File: src/rtl/kvt_pkg.sv
// ----------------------------------------------------------------------------
// Key/value table package
// Shared sizes, action codes and the control bundle that the top level
// broadcasts to every storage cell.
// ----------------------------------------------------------------------------
package kvt_pkg;

    // Table size and derived widths.
    localparam int CAPACITY = 16;
    localparam int CNT_W    = $clog2(CAPACITY + 1);
    localparam int IDX_W    = (CAPACITY > 1) ? $clog2(CAPACITY) : 1;

    // Field widths.
    localparam int ACT_W = 2;
    localparam int KEY_W = 16;
    localparam int VAL_W = 32;

    // Action codes.
    localparam logic [ACT_W-1:0] ACT_LOOKUP = 2'd0;
    localparam logic [ACT_W-1:0] ACT_INSERT = 2'd1;
    localparam logic [ACT_W-1:0] ACT_DELETE = 2'd2;

    // Control broadcast from the sequencer to the cells.
    typedef struct packed {
        logic [KEY_W-1:0] key;
        logic [VAL_W-1:0] value;
        logic [CNT_W-1:0] count;
        logic             ins_en;
        logic             del_en;
    } kvt_ctrl_t;

endpackage

File: src/rtl/kvt_cell.sv
// ----------------------------------------------------------------------------
// Key/value table storage cell
// Holds one key/value pair, compares it against the broadcast key, passes
// the match-seen flag and the read value up the row, and on a delete takes
// the pair of its upper neighbor.
// ----------------------------------------------------------------------------
module kvt_cell (
    input  logic                      aclk,
    input  logic [kvt_pkg::IDX_W-1:0] idx,
    input  kvt_pkg::kvt_ctrl_t        ctrl,
    input  logic [kvt_pkg::KEY_W-1:0] nbr_key,
    input  logic [kvt_pkg::VAL_W-1:0] nbr_value,
    input  logic                      seen_in,
    input  logic [kvt_pkg::VAL_W-1:0] rd_in,
    output logic [kvt_pkg::KEY_W-1:0] key_out,
    output logic [kvt_pkg::VAL_W-1:0] value_out,
    output logic                      seen_out,
    output logic [kvt_pkg::VAL_W-1:0] rd_out
);

    logic [kvt_pkg::KEY_W-1:0] key_reg;
    logic [kvt_pkg::VAL_W-1:0] value_reg;
    logic [kvt_pkg::CNT_W-1:0] pos;
    logic                      occupied;
    logic                      has_upper;
    logic                      match;

    // Position tests against the current entry count.
    assign pos       = kvt_pkg::CNT_W'(idx);
    assign occupied  = (pos < ctrl.count);
    assign has_upper = ((pos + kvt_pkg::CNT_W'(1)) < ctrl.count);
    assign match     = occupied && (key_reg == ctrl.key);

    // Keys in the table are unique, so an OR chain picks the single hit.
    assign seen_out  = seen_in | match;
    assign rd_out    = rd_in | (match ? value_reg : '0);
    assign key_out   = key_reg;
    assign value_out = value_reg;

    // Append at the first free slot, or close the gap left by a delete.
    always_ff @(posedge aclk) begin
        if (ctrl.ins_en && (pos == ctrl.count)) begin
            key_reg   <= ctrl.key;
            value_reg <= ctrl.value;
        end else if (ctrl.del_en && (seen_in || match) && has_upper) begin
            key_reg   <= nbr_key;
            value_reg <= nbr_value;
        end
    end

endmodule

File: src/rtl/key_value_table_unit.sv
// ----------------------------------------------------------------------------
// Key/value table unit
// Compact associative table of up to CAPACITY key/value pairs in insertion
// order, built as a row of storage cells that all compare in parallel.
//
//   Channel  Direction  Ports                                  Transfer when
//   s_       in         action, key, data_in                   s_valid & s_ready
//   m_       out        hit, data_out, rejected, entry_count,  m_valid & m_ready
//                       is_empty, is_full
//   cfg_     in         wr_data (miss value)                   cfg_wr_en
//
// Each item is first captured from s_, then in the execute state the cell
// row compares, shifts or appends and the result register loads.
// The execute cycle waits while a previous result is still held on m_.
// s_ready is high whenever no item is in flight.
// Reset clears the entry count, the miss value and the handshake state;
// stored pairs need no clearing.
// ----------------------------------------------------------------------------
module key_value_table_unit (
    input  logic                             aclk,
    input  logic                             aresetn,
    // Configuration
    input  logic                             cfg_wr_en,
    input  logic signed [kvt_pkg::VAL_W-1:0] cfg_wr_data,
    // Request channel
    input  logic                             s_valid,
    output logic                             s_ready,
    input  logic [kvt_pkg::ACT_W-1:0]        s_action,
    input  logic [kvt_pkg::KEY_W-1:0]        s_key,
    input  logic signed [kvt_pkg::VAL_W-1:0] s_data_in,
    // Result channel
    output logic                             m_valid,
    input  logic                             m_ready,
    output logic                             m_hit,
    output logic signed [kvt_pkg::VAL_W-1:0] m_data_out,
    output logic                             m_rejected,
    output logic [kvt_pkg::CNT_W-1:0]        m_entry_count,
    output logic                             m_is_empty,
    output logic                             m_is_full
);

    localparam logic ST_IDLE = 1'b0;
    localparam logic ST_EXEC = 1'b1;

    localparam logic [kvt_pkg::CNT_W-1:0] CNT_CAP = kvt_pkg::CNT_W'(kvt_pkg::CAPACITY);

    logic                        st_reg, st_next;
    logic [kvt_pkg::ACT_W-1:0]   act_reg;
    logic [kvt_pkg::KEY_W-1:0]   key_reg;
    logic [kvt_pkg::VAL_W-1:0]   din_reg;
    logic [kvt_pkg::CNT_W-1:0]   count_reg, count_next;
    logic [kvt_pkg::VAL_W-1:0]   miss_reg;

    logic                        mvalid_reg;
    logic                        hit_reg;
    logic [kvt_pkg::VAL_W-1:0]   dout_reg;
    logic                        rej_reg;
    logic [kvt_pkg::CNT_W-1:0]   cnt_out_reg;

    logic                        exec_go;
    logic                        hit;
    logic                        res_hit;
    logic                        full_now;
    logic                        ins_ok;
    logic                        rejected;
    logic [kvt_pkg::VAL_W-1:0]   data_res;
    kvt_pkg::kvt_ctrl_t          ctrl;

    logic [kvt_pkg::KEY_W-1:0]   key_c  [0:kvt_pkg::CAPACITY];
    logic [kvt_pkg::VAL_W-1:0]   val_c  [0:kvt_pkg::CAPACITY];
    logic                        seen_c [0:kvt_pkg::CAPACITY];
    logic [kvt_pkg::VAL_W-1:0]   rd_c   [0:kvt_pkg::CAPACITY];

    // Handshake and sequencing.
    assign s_ready = (st_reg == ST_IDLE);
    assign exec_go = (st_reg == ST_EXEC) && (!mvalid_reg || m_ready);

    always_comb begin
        st_next = st_reg;
        case (st_reg)
            ST_IDLE: if (s_valid) st_next = ST_EXEC;
            ST_EXEC: if (exec_go) st_next = ST_IDLE;
            default: st_next = ST_IDLE;
        endcase
    end

    // Ends of the cell chains.
    assign seen_c[0]                  = 1'b0;
    assign rd_c[0]                    = '0;
    assign key_c[kvt_pkg::CAPACITY]   = '0;
    assign val_c[kvt_pkg::CAPACITY]   = '0;

    // Decision logic on the outcome of the row compare.
    assign hit      = seen_c[kvt_pkg::CAPACITY];
    assign full_now = (count_reg >= CNT_CAP);
    assign ins_ok   = (act_reg == kvt_pkg::ACT_INSERT) && !hit && !full_now;
    assign rejected = (act_reg == kvt_pkg::ACT_INSERT) && !hit && full_now;
    assign data_res = ((act_reg == kvt_pkg::ACT_LOOKUP) && hit) ? rd_c[kvt_pkg::CAPACITY]
                                                                : miss_reg;

    // The unused action code is a no-op and never reports a hit.
    assign res_hit  = hit && (act_reg inside {kvt_pkg::ACT_LOOKUP, kvt_pkg::ACT_INSERT,
                                              kvt_pkg::ACT_DELETE});

    always_comb begin
        ctrl.key    = key_reg;
        ctrl.value  = din_reg;
        ctrl.count  = count_reg;
        ctrl.ins_en = exec_go && ins_ok;
        ctrl.del_en = exec_go && (act_reg == kvt_pkg::ACT_DELETE) && hit;
    end

    // Entry count after this action.
    always_comb begin
        count_next = count_reg;
        if (ins_ok) begin
            count_next = count_reg + kvt_pkg::CNT_W'(1);
        end else if ((act_reg == kvt_pkg::ACT_DELETE) && hit) begin
            count_next = count_reg - kvt_pkg::CNT_W'(1);
        end
    end

    // Row of storage cells.
    for (genvar i = 0; i < kvt_pkg::CAPACITY; i++) begin : g_cell
        kvt_cell u_cell (
            .aclk      (aclk),
            .idx       (kvt_pkg::IDX_W'(i)),
            .ctrl      (ctrl),
            .nbr_key   (key_c[i+1]),
            .nbr_value (val_c[i+1]),
            .seen_in   (seen_c[i]),
            .rd_in     (rd_c[i]),
            .key_out   (key_c[i]),
            .value_out (val_c[i]),
            .seen_out  (seen_c[i+1]),
            .rd_out    (rd_c[i+1])
        );
    end

    // Control state.
    always_ff @(posedge aclk) begin
        if (!aresetn) begin
            st_reg     <= ST_IDLE;
            count_reg  <= '0;
            miss_reg   <= '0;
            mvalid_reg <= 1'b0;
        end else begin
            st_reg <= st_next;
            if (cfg_wr_en) begin
                miss_reg <= cfg_wr_data;
            end
            if (exec_go) begin
                count_reg  <= count_next;
                mvalid_reg <= 1'b1;
            end else if (m_ready) begin
                mvalid_reg <= 1'b0;
            end
        end
    end

    // Request capture and result register.
    always_ff @(posedge aclk) begin
        if (s_valid && s_ready) begin
            act_reg <= s_action;
            key_reg <= s_key;
            din_reg <= s_data_in;
        end
        if (exec_go) begin
            hit_reg     <= res_hit;
            dout_reg    <= data_res;
            rej_reg     <= rejected;
            cnt_out_reg <= count_next;
        end
    end

    assign m_valid       = mvalid_reg;
    assign m_hit         = hit_reg;
    assign m_data_out    = dout_reg;
    assign m_rejected    = rej_reg;
    assign m_entry_count = cnt_out_reg;
    assign m_is_empty    = (cnt_out_reg == '0);
    assign m_is_full     = (cnt_out_reg == CNT_CAP);

endmodule

File: config.mk
export PLATFORM = sky130hd
export DESIGN_NAME = key_value_table_unit
export DESIGN_NICKNAME = d
export VERILOG_FILES = /design/src/rtl/kvt_pkg.sv /design/src/rtl/kvt_cell.sv /design/src/rtl/key_value_table_unit.sv
export SDC_FILE = /design/constraint.sdc
export NUM_CORES = 1
export LEC_CHECK = 0
export BUFFER_PORTS_ARGS = -buffer_cell sky130_fd_sc_hd__buf_2
export CORE_MARGIN = 2
export CORE_UTILIZATION = 45
export DETAILED_ROUTE_END_ITERATION = 12
export GPL_ROUTABILITY_DRIVEN = 0
export PLACE_DENSITY_LB_ADDON = 0.1
export SYNTH_ARGS = -nofsm -noshare
export SYNTH_HDL_FRONTEND = slang
export SYNTH_HIERARCHICAL = 1
export SYNTH_SLANG_ARGS = --single-unit
File: constraint.sdc
create_clock -name aclk -period 11.5 [get_ports aclk]
set_input_delay 1.725 -clock aclk [delete_from_list [all_inputs] [get_ports aclk]]
set_output_delay 1.725 -clock aclk [all_outputs]
set_load 0.01 [all_outputs]
* Word level (Yosys, flattened, before mapping) *
Cells that the tools add are included.

cells by class
  add/subtract/negate cells = 2
  multiply operators = 0
  divide/modulo/power cells = 0
  order comparisons = 18
  equality and inequality tests = 34
  shift-type cells = 0
  mux-type cells = 88
  bitwise logic cells = 31
  reductions and logical operators = 115

operators by type and width
  cell                                                       number
  two-way mux 32 bit                                         49
  two-way mux 16 bit                                         32
  OR 32 bit                                                  15
  equality test 16 bit                                       16
  logical AND 1 bit                                          75
  equality test 4 x 5 -> 1 bit, first input constant         8
  less-than comparator 4 x 5 -> 1 bit, first input constant  8
  nonzero test 2 bit                                         17
  equality test 3 x 5 -> 1 bit, first input constant         4
  less-than comparator 3 x 5 -> 1 bit, first input constant  4
  logical OR 1 bit                                           16
  OR 1 bit                                                   15
  equality test 2 x 5 -> 1 bit, first input constant         2
  zero test 5 bit                                            2
  less-than comparator 1 x 5 -> 1 bit, first input constant  2
  less-than comparator 2 x 5 -> 1 bit, first input constant  2
  two-way mux 5 bit                                          2
  adder 5 x 1 -> 5 bit, second input constant                1
  equality test 1 x 5 -> 1 bit, first input constant         1
  equality test 5 bit, second input constant                 1
  >= comparator 5 bit, second input constant                 1
  less-than comparator 5 bit, first input constant           1
  subtractor 5 x 1 -> 5 bit, second input constant           1
  two-way mux 1 bit                                          4
  7 further kinds                                            9

word-level totals
  bits in registers = 896
  bits in latches = 0
  memory bits (writable) = 0
  ROM bits = 0
  bits of input ports = 87
  output and inout port bits = 43
  word-level logic and storage cells = 331
  memories kept = 0

* Longest topological paths before layout *
Gate-level depths: netlist of the first run.

  word-level depth = 23
  depth in mapped cells = 31

* Hierarchy *
Netlist of the first run, hierarchy kept.

by module, submodules not included
  module                             instances  cells an instance  area each (sq um)  sequential area each (sq um)
  kvt_cell at g_cell[15].u_cell ...  10         195                2745.1             1441.4
  kvt_cell at g_cell[0].u_cell ...   5          195                2846.5             1441.4
  key_value_table_unit               1          303                4884.7             3453.3
  kvt_cell at g_cell[11].u_cell      1          195                2751.4             1441.4

* Worst setup path after synthesis of the first run *
Ideal clock, no wire load.

  path type = flip-flop to flip-flop
  start = register key_reg[14] (netlist name)
  end = register g_cell[8].u_cell.key_reg, in the netlist g_cell[8].u_cell/key_out[0], enable pin
  setup time = 0.520 ns
  data arrival time = 9.391 ns
  required time = 10.980 ns
  slack = 1.589 ns
  cell stages (with the launch flop) = 29
  period minus slack after synthesis = 9.911 ns
  cell sequence = edfxtp_1 xor2_1 nor4_4 and4bb_1 buf_6 or2_2 or2_2 or2_2 or2_2 or2_2 or2_2 or2_2 or2_2 or2_2 or2_2 or2_2 or2_1 or2_2 or2_2 or2_2 or2_2 nor4b_4 and3_1 nand4_1 nor2_1 buf_2 buf_4 a21oi_1 o21ai_0

RTL lines
  item                      RTL line                     text
  start: declaration        key_value_table_unit.sv:49   logic [kvt_pkg::KEY_W-1:0] key_reg;
  start signal: assignment  key_value_table_unit.sv:165  key_reg <= s_key;
  end signal: assignment    kvt_cell.sv:43               key_reg <= ctrl.key;
  end signal: assignment    kvt_cell.sv:46               key_reg <= nbr_key;
  end: declaration          kvt_cell.sv:21               logic [kvt_pkg::KEY_W-1:0] key_reg;

==> results of run 1 <==
final timing paths:
kind | startpoint | endpoint | slack [ps] | depth (start not counted)
max | count_reg[3]$_SDFFE_PN0P_ | g_cell[1].u_cell/value_out[16]$_DFFE_PP_ | 1750 | 30
min reg2reg | miss_reg[5]$_SDFFE_PN0P_ | miss_reg[5]$_SDFFE_PN0P_ | 510 | 2
min | miss_reg[5]$_SDFFE_PN0P_ | miss_reg[5]$_SDFFE_PN0P_ | 510 | 2
max reg2reg | count_reg[3]$_SDFFE_PN0P_ | g_cell[1].u_cell/value_out[16]$_DFFE_PP_ | 1750 | 30
logic make-up (layout without fill, tap and decap cells):
group                      count (synthesis)  in the layout  share of synthesized area
adders and majority gates                162            162                    0.04110
and+or+nand+nor                          356            356                    0.04843
AOI/OAI and AO/OA                        643            643                    0.09544
other                                      2            309                  0.0001523
buffers and inverters                    238            464                    0.03199
muxes                                    835            835                     0.1936
DFF                                      896            896                     0.5376
xor gates and xnor gates                 291            291                    0.05168
Yosys cell counts, types with 32 or more instances:
| cell type | instances |
|---|---|
| xnor2_1 | 82 |
| buf_2 | 67 |
| dfxtp_1 | 39 |
| mux2i_1 | 34 |
| xor2_1 | 209 |
| mux2_4 | 50 |
| inv_1 | 86 |
| nor2b_1 | 39 |
| mux2_2 | 725 |
| nor2_1 | 38 |
| edfxtp_1 | 857 |
| ha_1 | 162 |
| a21oi_1 | 33 |
| buf_6 | 50 |
| nand2b_1 | 35 |
| o21ai_0 | 32 |
| a21o_1 | 508 |
| nand2_1 | 41 |
power by group through the flow:
| stage | clock network, W | logic, W | registers, W |
|---|---|---|---|
| after global routing | 0.00330 | 0.000523 | 0.00366 |
| after CTS | 0.00319 | 0.000458 | 0.00365 |
| after detailed placement | 0 | 0.000457 | 0.00372 |
| after floorplan | 0 | 0.000300 | 0.00372 |
| final | 0.00310 | 0.000460 | 0.00365 |
| after global placement | 0 | 0.000449 | 0.00372 |
worst register-to-register path: cells and delay by family (launching register included):
family / cells / cell delay, ps
fa+ha+maj: 1 / 150
compound gates: 1 / 60
mux: 1 / 460
simple gates: 23 / 7350
buf+inv: 4 / 1150
flops: 1 / 300
cell type report:
cell class	count	area, sq um	area share
Sequential cell	896	26520	0.4773
Tap cell	1414	1769	0.03184
Clock buffer	136	2689	0.04839
Timing Repair Buffer	194	1171	0.02108
Inverter	86	322.8	0.005810
Clock inverter	48	496.7	0.008940
Antenna cell	3	7.507	0.0001351
Multi-Input combinational cell	2593	22590	0.4065
layer usage:
layer	vias to the layer above	wire length (um)	track usage
met5	-	13	0
met4	2	1842	0.03769
met3	121	3665	0.02581
met2	399	41040	0.2643
met1	12707	51230	0.2675
li1	13612	-	-
stage by stage:
stage | cell area (sq um) | power [W] | hold slack [ps] | utilization
2_1_floorplan | 50460 | 0.004020 | 474.9 | -
3_3_place_gp | 52370 | 0.004170 | 490.0 | 0.4811
3_5_place_dp | 52370 | 0.004178 | 499.2 | 0.4811
4_1_cts | 55550 | 0.007299 | 512.2 | 0.5104
5_1_grt | 55560 | 0.007485 | 539.3 | 0.5104
6_report | 55560 | 0.007216 | 505.1 | 0.5104
==> flow_metrics.env, run 1 <==
export IMPL_routed_wl_mm=97.79
export IMPL_placed_cells=5183
export IMPL_fin_tns_setup_ps=0
export IMPL_drt_iter0_drc=1430
export IMPL_core_sq_um=108900
export IMPL_fin_crit_ps=9754
export IMPL_ir_worst_vdd_mv=0.1227
export IMPL_required_ps=11900
export IMPL_yosys_area_top_type="edfxtp_1"
export IMPL_clkPwrFrac=0.430
export IMPL_cts_tree="yes"
export IMPL_synth_top_area_share=0.5218
export IMPL_port_buffers=129
export IMPL_sw_frac_of_total=0.2223
export IMPL_place_ws_ps=1760
export IMPL_via_per_inst=4.998
export IMPL_netlist_top_cells_area="edfxtp_1, mux2_2, a21o_1, ha_1, xor2_1"
export IMPL_power_frac_seq=0.506
export IMPL_drive_gt1_frac=0.3051
export IMPL_switching_power_w=0.001604
export IMPL_ys_types=59
export IMPL_hp_class="reg -> reg"
export IMPL_clock_sinks=896
export IMPL_slew_headroom=0.3073
export IMPL_post_cts_buffers=0
export IMPL_area_delta_synth_final_pct=12.65
export IMPL_tritoncts_num_buffers=100
export IMPL_yosysSeqAreaShare=0.5376
export IMPL_synth_main_ff_cell="edfxtp_1"
export IMPL_max_freq_mhz=102.5
export IMPL_worst_setup_path_start_kind="flip-flop"
export IMPL_synth_edf_count=857
export IMPL_largest_reg_flops=512
export IMPL_path_class="reg -> reg"
export IMPL_first_global_vias=27780
export IMPL_final_cells=5370
export IMPL_power_internal_w=0.005612
export IMPL_fp_dieArea_sq_um=112300
export IMPL_cap_violations=0
export IMPL_synth_seq_cells=896
export IMPL_synthCells=3423
export IMPL_critPathSlowestCell="and3_1"
export IMPL_worstMarginPinSlew_ps=1039
export IMPL_antenna_left=0
export IMPL_cp_max_fo=48
export IMPL_drtPass1Iterations=4
export IMPL_hold_violations=0
export IMPL_cpPeakStageDelay_ps=830
export IMPL_layout_commonest_cell="edfxtp_1"
export IMPL_clkTransAtPathRegs_ps=60
export IMPL_syn_area_sq_um=49320
export IMPL_row_count=121
export IMPL_clock_path_buffers=3
export IMPL_cts_hold_buf=0
export IMPL_report_final_slew_viol_count=0
export IMPL_fillers=9244
export IMPL_p_per_area_nw_per_um2=129.9
export IMPL_crit_top_cell="or2_2"
export IMPL_grt_overflow=0
export IMPL_rsz0062_at_grt="false"
export IMPL_fin_crit_sh=0.8481
export IMPL_fin_nets=4120
export IMPL_timing_final_ws_setup_ps=1746
export IMPL_cp_top_family="simple AND/OR/NAND/NOR gates"
export IMPL_post_cts_resized=0
export IMPL_cp_arrival_ps=10160
export IMPL_clk_insertion_delay_late_ps=670
export IMPL_io_pins=130
export IMPL_fin_worst_skew_ps=36.82
export IMPL_start_util=0.4531
export IMPL_grt_max_degree=51
export IMPL_htreeDepth=3
export IMPL_leakage_nw=21.82
export IMPL_drc=0
export IMPL_final_cell_mix="edfxtp_1, mux2_2, a21o_1"
export IMPL_cp_num_buf_inv=4
export IMPL_combPwrFrac=0.064
export IMPL_hpwl_mm=72.79
export IMPL_wl_per_cell_um=18.21
export IMPL_die_x_um=335.1
export IMPL_cts_root_buf="clkbuf_16"
export IMPL_synth_avg_cell_area_sq_um=14.41
export IMPL_ys_warn_count=6
export IMPL_async_flop_share=0
export IMPL_num_vias=26841
export IMPL_globalRouteTotalUtil=0.1756
export IMPL_setup_viol=0
export IMPL_antenna_found_initial=5
export IMPL_die_h_um=335.1
export IMPL_critPathCaptureType="flip-flop"
export IMPL_status="complete, no violations"
export IMPL_grt_first_pass_wirelength_mm=156.6
Note: power is estimated with default switching activity, not from simulation.
==> run 2: changes to the inputs <==
--- a/config.mk
+++ b/config.mk
@@ -5,6 +5,7 @@
 export SDC_FILE = /design/constraint.sdc
 export NUM_CORES = 1
 export LEC_CHECK = 0
+export ABC_AREA = 1
 export BUFFER_PORTS_ARGS = -buffer_cell sky130_fd_sc_hd__buf_2
 export CORE_MARGIN = 2
 export CORE_UTILIZATION = 45
==> constraint.sdc (replaced) <==
create_clock -name aclk -period 9.1 [get_ports aclk]
set_input_delay 1.365 -clock aclk [delete_from_list [all_inputs] [get_ports aclk]]
set_output_delay 1.365 -clock aclk [all_outputs]
set_load 0.01 [all_outputs]
==> flow_metrics.env, run 2 <==
export IMPL_setup_viol=0
export IMPL_ys_warn_count=6
export IMPL_fin_tns_setup_ps=0
export IMPL_tritoncts_num_buffers=101
export IMPL_netlist_top_cells_area="edfxtp_1, nand2_1, inv_1, o21bai_2, o21ai_0"
export IMPL_grt_first_pass_wirelength_mm=181.4
export IMPL_max_freq_mhz=147.0
export IMPL_use_met1=0.2691
export IMPL_rsz0062_at_grt="false"
export IMPL_antenna_left=0
export IMPL_core_sq_um=124000
export IMPL_port_buffers=129
export IMPL_rrSetupSlack_ps=2300
export IMPL_start_util=0.4543
export IMPL_cp_max_fo=28
export IMPL_synthMostInstantiatedCell="nand2_1"
export IMPL_io_pins=130
export IMPL_report_final_slew_viol_count=0
export IMPL_htreeDepth=3
export IMPL_row_count=129
export IMPL_fin_crit_sh=0.7473
export IMPL_slew_headroom=0.2495
export IMPL_synth_edf_count=857
export IMPL_final_cells=8720
export IMPL_drc=0
export IMPL_num_vias=37604
export IMPL_fin_util=0.5019
export IMPL_yosysSeqAreaShare=0.4708
export IMPL_worstMarginPinSlew_ps=1122
export IMPL_leakage_nw=32.02
export IMPL_first_global_vias=35300
export IMPL_yosys_area_top_type="edfxtp_1"
export IMPL_synth_common_cells="nand2_1, inv_1, edfxtp_1"
export IMPL_hold_depth=2
export IMPL_via_per_inst=4.312
export IMPL_hpwl_mm=82.87
export IMPL_hold_violations=0
export IMPL_synth_top_area_share=0.4570
export IMPL_drtPass1Iterations=5
export IMPL_multiInputGateArea_sq_um=22730
export IMPL_globalRouteTotalUtil=0.1738
export IMPL_cts_tree="yes"
export IMPL_die_h_um=357.8
export IMPL_synth_main_ff_cell="edfxtp_1"
export IMPL_drt_iter0_drc=2344
export IMPL_timing_rr_start="key_reg[9]$_DFFE_PP_"
export IMPL_cp_arrival_ps=7140
export IMPL_area_delta_synth_final_pct=10.47
export IMPL_cpPeakStageDelay_ps=960
export IMPL_placed_cells=8530
export IMPL_top_usage_layer="met1"
export IMPL_synthCells=6631
export IMPL_drive_gt1_frac=0.1483
export IMPL_clock_path_buffers=3
export IMPL_largest_reg_flops=512
export IMPL_worst_setup_path_start_kind="flip-flop"
export IMPL_fin_nets=7245
export IMPL_required_ps=9440
export IMPL_final_cell_mix="nand2_1, inv_1, edfxtp_1"
export IMPL_async_flop_share=0
export IMPL_crit_top_cell="nand2_1"
export IMPL_grt_overflow=0
export IMPL_antenna_found_initial=5
export IMPL_cts_root_buf="clkbuf_16"
export IMPL_syn_area_sq_um=56320
export IMPL_die_x_um=357.8
export IMPL_cap_violations=0
export IMPL_post_cts_buffers=0
export IMPL_layout_commonest_cell="nand2_1"
export IMPL_grt_util_met2=0.2586
export IMPL_met3_usage=0.02356
export IMPL_routed_wl_mm=108.7
export IMPL_min_to="miss_reg[2]$_SDFFE_PN0P_"
export IMPL_fp_dieArea_sq_um=128000
export IMPL_status="complete, no violations"
export IMPL_post_cts_resized=0
export IMPL_final_seq_area_sq_um=26520
export IMPL_ir_worst_vdd_mv=0.1587
export IMPL_worstReg2RegEnd="g_cell[0].u_cell/value_out[14]$_DFFE_PP_"
export IMPL_clkTransAtPathRegs_ps=60
export IMPL_grt_max_degree=98
export IMPL_cts_hold_buf=0
export IMPL_critPathCaptureType="flip-flop"
export IMPL_path_class="reg -> reg"
export IMPL_wl_per_cell_um=12.47
export IMPL_reg2reg_depth=43
export IMPL_fillers=11780
export IMPL_p_per_area_nw_per_um2=149.2
export IMPL_hp_class="reg -> reg"
export IMPL_fin_worst_skew_ps=25.14
export IMPL_clk_insertion_delay_late_ps=680
export IMPL_worstHoldStart="miss_reg[2]$_SDFFE_PN0P_"
export IMPL_synth_avg_cell_area_sq_um=8.493
export IMPL_fin_crit_ps=6800
export IMPL_ys_types=34
export IMPL_critPathSlowestCell="edfxtp_1"
export IMPL_clock_sinks=896
export IMPL_synth_seq_cells=896
## run 2: cell types whose count changed after synthesis, sizes merged, moves of 38 or more
cell | previous run | this run
xor2 | 209 | 34
o21bai | 0 | 512
nand3 | 27 | 73
xnor2 | 82 | 16
o21ai | 33 | 819
clkbuf | 5 | 105
inv | 86 | 1744
nor4 | 38 | 0
mux2 | 801 | 32
a21o | 518 | 0
nor2 | 49 | 303
nor2b | 39 | 0
nand2 | 41 | 1776
## run 2: kinds of logic after synthesis
kind of cell | share of synthesized area
DFF | 0.4708
and+or+nand+nor | 0.1559
AOI/OAI and AO/OA | 0.1771
adders and majority gates | 0.03599
buffers and inverters | 0.1457
muxes | 0.006599
xor gates and xnor gates | 0.007776
other | 0.0001334
## run 2: how the worst max path moves through the flow
| stage | from | end | slack, ps | depth (start not counted) |
|---|---|---|---|---|
| after floorplan | key_reg[6]$_DFFE_PP_ | g_cell[15].u_cell/key_out[0]$_DFFE_PP_ | 1990 | 43 |
| after global placement | count_reg[2]$_SDFFE_PN0P_ | g_cell[0].u_cell/value_out[7]$_DFFE_PP_ | 2250 | 33 |
| after detailed placement | count_reg[2]$_SDFFE_PN0P_ | g_cell[0].u_cell/value_out[14]$_DFFE_PP_ | 2280 | 31 |
| after CTS | count_reg[2]$_SDFFE_PN0P_ | g_cell[0].u_cell/value_out[14]$_DFFE_PP_ | 2230 | 31 |
| after global routing | key_reg[9]$_DFFE_PP_ | g_cell[0].u_cell/value_out[13]$_DFFE_PP_ | 1450 | 43 |
| final | key_reg[9]$_DFFE_PP_ | g_cell[0].u_cell/value_out[14]$_DFFE_PP_ | 2300 | 43 |
## run 2: layout make-up
class,count,area share
Sequential cell,896,0.4262
Multi-Input combinational cell,4057,0.3653
Inverter,1744,0.1052
Clock buffer,144,0.04632
Tap cell,1637,0.03292
Timing Repair Buffer,196,0.01866
Clock inverter,45,0.005289
Antenna cell,1,0.00004022
## run 2: power breakdown
group | internal (W) | switching [W]
registers | 0.00454 | 0.0000965
logic | 0.000324 | 0.000407
clock network | 0.00226 | 0.00165
## run 2: per-layer routing
| metal | part of all wire | routed length (um) |
|---|---|---|
| met1 | 0.55 | 59810 |
| met2 | 0.40 | 43420 |
| met3 | 0.037 | 4028 |
| met4 | 0.014 | 1472 |
| met5 | 0 | 0 |
## run 2: stage by stage
step | instance area (sq um) | power [W] | setup WS (ps) | hold slack, ps
6_report | 62210 | 0.009280 | 2300 | 490.7
5_1_grt | 62210 | 0.009711 | 1448 | 517.9
4_1_cts | 62210 | 0.009417 | 2230 | 494.7
3_5_place_dp | 59000 | 0.005444 | 2276 | 476.1
3_3_place_gp | 59000 | 0.005430 | 2252 | 470.1
2_1_floorplan | 57390 | 0.005229 | 1989 | 457.1
## run 2: critical path: cells and delay by family, from the launching register on
kind	cells	cell delay, ps
buffers and inverters	17	1710
flip-flops	1	960
AND/OR/NAND/NOR	26	3700
